<file path="src/rtl/assert_macros.svh">
// assertion helpers for the rtl tree
`ifndef ASSERT_MACROS_SVH
`define ASSERT_MACROS_SVH
`ifndef ASSERT_OFF
`define ASSERT_IMPL(label, clk, rst_n, prop, msg) \
  label: assert property (@(posedge clk) disable iff (!rst_n) (prop)) else $error(msg);
`define ASSERT_NEXT(label, clk, rst_n, pre, post, msg) \
  label: assert property (@(posedge clk) disable iff (!rst_n) (pre) |=> (post)) \
    else $error(msg);
`else
`define ASSERT_IMPL(label, clk, rst_n, prop, msg)
`define ASSERT_NEXT(label, clk, rst_n, pre, post, msg)
`endif
`endif

</file>
<file path="src/rtl/cbe_pkg.sv">
`timescale 1ns / 1ps
package cbe_pkg;
  localparam int BisectStepsDef = 7;
  localparam int FracBitsDef    = 16;
  localparam int CfgIdxW        = 2;
  localparam int CfgDataW       = 19;
  localparam int XW             = 17;
  localparam int YW             = 19;

  typedef enum logic [CfgIdxW-1:0] {
    REG_X1 = 2'd0,
    REG_Y1 = 2'd1,
    REG_X2 = 2'd2,
    REG_Y2 = 2'd3
  } cfg_reg_e;
endpackage

</file>
<file path="src/rtl/cbe_divider.sv">
`timescale 1ns / 1ps
// pipelined restoring floor divider, one quotient bit per stage
module cbe_divider
  import cbe_pkg::*;
#(
  parameter int NW = 40,
  parameter int DW = 20,
  parameter int SW = 8
) (
  input  logic                 clk_i,
  input  logic                 rst_ni,
  input  logic                 en_i,
  input  logic                 valid_i,
  input  logic [NW-1:0]        num_i,
  input  logic [DW-1:0]        den_i,
  input  logic                 neg_i,
  input  logic signed [SW-1:0] side_i,
  output logic                 valid_o,
  output logic [NW-1:0]        quo_o,
  output logic                 rem_nz_o,
  output logic                 neg_o,
  output logic signed [SW-1:0] side_o
);
  logic [NW:0]                 v_q;
  logic [NW-1:0]               q_q   [NW+1];
  logic [DW:0]                 r_q   [NW+1];
  logic [DW-1:0]               d_q   [NW+1];
  logic                        n_q   [NW+1];
  logic signed [SW-1:0]        s_q   [NW+1];

  always_ff @(posedge clk_i or negedge rst_ni) begin
    if (!rst_ni) v_q <= '0;
    else if (en_i) v_q <= {v_q[NW-1:0], valid_i};
  end

  always_ff @(posedge clk_i) begin
    if (en_i) begin
      q_q[0] <= num_i;
      r_q[0] <= '0;
      d_q[0] <= den_i;
      n_q[0] <= neg_i;
      s_q[0] <= side_i;
    end
  end

  for (genvar k = 0; k < NW; k++) begin : g_st
    logic [DW+1:0] sh_d;
    logic [DW+1:0] df_d;
    assign sh_d = {r_q[k], q_q[k][NW-1]};
    assign df_d = sh_d - {2'b00, d_q[k]};
    always_ff @(posedge clk_i) begin
      if (en_i) begin
        if (!df_d[DW+1]) begin
          r_q[k+1] <= df_d[DW:0];
          q_q[k+1] <= {q_q[k][NW-2:0], 1'b1};
        end else begin
          r_q[k+1] <= sh_d[DW:0];
          q_q[k+1] <= {q_q[k][NW-2:0], 1'b0};
        end
        d_q[k+1] <= d_q[k];
        n_q[k+1] <= n_q[k];
        s_q[k+1] <= s_q[k];
      end
    end
  end

  assign valid_o  = v_q[NW];
  assign quo_o    = q_q[NW];
  assign rem_nz_o = |r_q[NW];
  assign neg_o    = n_q[NW];
  assign side_o   = s_q[NW];
endmodule

</file>
<file path="config.mk">
export PLATFORM = sky130hd
export DESIGN_NAME = cbe_divider
export DESIGN_NICKNAME = d
export VERILOG_FILES = /design/src/rtl/assert_macros.svh /design/src/rtl/cbe_pkg.sv /design/src/rtl/cbe_divider.sv
export SDC_FILE = /design/constraint.sdc
export NUM_CORES = 2
export LEC_CHECK = 0
export BUFFER_PORTS_ARGS = -buffer_cell sky130_fd_sc_hd__buf_2
export CAP_MARGIN = 20
export CORE_UTILIZATION = 45
export DETAILED_ROUTE_END_ITERATION = 8
export MAX_ROUTING_LAYER = met4
export PLACE_DENSITY_LB_ADDON = 0.1
export REMOVE_ABC_BUFFERS = 1
export SLEW_MARGIN = 20
export SYNTH_ARGS = -nofsm -noshare
export SYNTH_HDL_FRONTEND = slang
export SYNTH_SLANG_ARGS = --single-unit
export TNS_END_PERCENT = 5
</file>
<file path="constraint.sdc">
create_clock -name clk_i -period 4.2 [get_ports clk_i]
set_clock_uncertainty 0.05 [all_clocks]
set_input_delay 0.21 -clock clk_i [delete_from_list [all_inputs] [get_ports clk_i]]
set_output_delay 0.21 -clock clk_i [all_outputs]
set_load 0.1 [all_outputs]
</file>
==> metrics.txt <==
All-Layer GR Usage 17.3%; maximum clock rate 259 MHz; # rows 221; leading cell type in the layout, fill and taps excluded edfxtp_1; clk sinks 3690; Worst-path clk slew around 0.060 ns; final period utilization 92.1%; vias in the first global route 91278; Yosys warning total 0; IO Port Bufs 123; die width ~600 um; Die Y 606 um; dominant synthesized flop cell edfxtp_1; final hold slack 0.285 ns; layout cells sized above 1 under 10%; DR vias/cell between 5 and 6; mapped cell area 164000 um2; Pleak 70.6 nW; Cells after Synth between 10000 and 15000; Core Box Area approximately 360000 um2; Starting Density 45.2%; CP Data Arrival Time 4.46 ns; DPL Wire Length 211000 um; flop2flop setup slack ~0.33 ns; final net count roughly 13000; number of synthesized register bits 3690; Final setup viols 0; clock tree buffer depth 4; power consumption 133 mW; clock latency on the worst-skew pair 0.97 ns; die area approximately 370000 um2; most used cells in the layout excluding fill and tap cells 3648 x edfxtp_1, 1023 x inv_1, 882 x a21oi_1, 802 x nor2_1, 782 x ha_1; CTS Root Cell clkbuf_16; largest net degree at the start of global routing around 190; first-pass GRT wire length around 500000 um; slew margin rel. 26.7%; Ports roughly 120; worst hold-check path type input pin to asynchronous set/reset pin; status finished clean; overall routed net length 311000 um; synth unique cells 101; synth-to-layout area growth 12.7%; Critical Path Max Stage Delay 0.47 ns; Post-synth EDFFs 3648; Crit path required time approximately 4.8 ns; postcts setup bufs 0; Num CTS Buffers 398; sequential area share after synthesis between 60% and 70%; Max IR drop VDD 0.439 mV; RSZ-0062 raised after global routing false; Avg Cell Area, Syn about 14 um2; Vias 92007; DR DRC count 0; Slew Viols, Final 0; critical path cell sequence inv_1 -> ha_1 -> and4_1 -> o2111ai_1 -> a21oi_1 -> o2111ai_1 -> nor4b_1 -> nor3_4 -> buf_12 -> nor2_1 -> a21oi_1; critical path fanouts, max 33; Async SR Flop Fraction 1.11%; P per Cell Area 720 nW/um2; final hold violation count 0; htree depth 5; crit path capture type register; GPL Wtd Cong 0.873; Detailed Route Iter0 Violations 6833; global route overflow 0; Min Clock Period, post-route 3.87 ns; CP startpoint kind register; Initial DRT Pass Iterations 6; CTS tree built; antenna violations before repair 2; critical path class register to register; Worst path slowest cell edfxtp_1; Final ANT Viol Nets 0; MaxCap Viol Count 0; WL/cell approximately 18 um; Tightest Pin Transition 1.10 ns
worst max-delay path: cells and delay by family, from the launching register on:
family / cells / cell delay [ns]
compound gates: 4 / 1.38
simple gates: 4 / 0.95
buf+inv: 2 / 0.30
fa+ha+maj: 1 / 0.39
flops: 1 / 0.47
power by group:
| group | internal (mW) | leakage, nW | switching (mW) |
|---|---|---|---|
| combinational | 19.2 | 28.0 | 25.2 |
| clock | 20.4 | 6.34 | 14.6 |
| sequential | 49.9 | 36.2 | 3.84 |
| total | 89.5 | 70.6 | 43.6 |
cells in the mapped netlist, types with 31 or more instances:
master | instances | area share (%)
ha_1 | 782 | 6.0
and3_1 | 80 | 0.31
nand3_1 | 170 | 0.52
mux2_2 | 201 | 1.4
nand3b_1 | 48 | 0.22
nor3_1 | 121 | 0.37
clkbuf_1 | 169 | 0.39
xnor2_1 | 331 | 1.8
or3_1 | 70 | 0.27
o21ai_0 | 594 | 1.8
nand2_1 | 692 | 1.6
nand4_1 | 52 | 0.20
nor2_1 | 802 | 1.8
o21a_1 | 161 | 0.74
o21ai_1 | 39 | 0.12
o211ai_1 | 33 | 0.15
buf_4 | 66 | 0.30
o2111ai_1 | 31 | 0.17
o31ai_1 | 66 | 0.30
fa_1 | 39 | 0.48
edfxtp_1 | 3648 | 67
dfrtp_1 | 41 | 0.63
inv_1 | 1023 | 2.3
a21boi_0 | 57 | 0.26
and4_1 | 31 | 0.17
and2_1 | 55 | 0.21
nand2b_1 | 145 | 0.55
o21bai_1 | 38 | 0.17
xor2_1 | 237 | 1.3
nor2b_1 | 144 | 0.55
a31oi_1 | 100 | 0.38
a211oi_1 | 103 | 0.47
buf_2 | 87 | 0.27
a21o_1 | 300 | 1.4
a21oi_1 | 882 | 2.7
state kept, by name (all words and copies together) (netlist names):
name	cells
v_q	41
q_q	1640
r_q	840
s_q	328
n_q	41
d_q	800
layer usage:
layer	global-route usage [%]	vias to the layer above	part of all wire, %
li1	-	45135	-
met1	23.8	44611	48
met2	26.8	1663	45
met3	2.02	598	3.6
met4	5.33	0	3.0
met5	-	-	0
stage by stage:
step	setup TNS, ns	worst slack, ns	cells	utilization, %	cell area (um2)
floorplan	-5.26	-0.548	11588	-	162000
global placement	0	0.382	16635	47.0	170000
detailed placement	0	0.412	16635	47.0	170000
CTS	0	0.309	17498	51.0	185000
global route	0	0.0975	17500	51.0	185000
finish	0	0.333	17500	51.0	185000
cells by family after synthesis:
logic type / share of synthesized area (%)
flops: 67.4
compound gates: 10.6
simple gates: 7.33
buf+inv: 3.47
fa+ha+maj: 6.44
xor+xnor: 3.03
mux: 1.72
final cells by class:
| type | instances | area (um2) |
|---|---|---|
| diodes | 1 | 2.50 |
| fillers | 30230 | 178000 |
| flip-flops and latches | 3690 | 111000 |
| well taps | 4794 | 6000 |
| clock buffers | 474 | 10300 |
| repair buffers | 398 | 3550 |
| clock inverters | 245 | 2810 |
| inverters | 1025 | 3850 |
| multi-input cells | 6873 | 47800 |
worst paths after layout:
check,start,cells past startpoint,endpoint
worst max-delay path,d_q[3][107],11,r_q[1][305]
worst min-delay path,rst_ni,4,v_q[3]
worst max register to register,d_q[3][107],11,r_q[1][305]
worst min register to register,q_q[0][531],0,q_q[0][572]
max in group asynchronous,rst_ni,4,v_q[27]
min in group clk_i,en_i,2,d_q[0][19]
repair_timing:
action                                 in CTS  in global routing
hold buffers                              144                  0
gates resized for setup                     0                  0
endpoints found under the hold margin     188                  0
(Power assumes the default switching activity.)
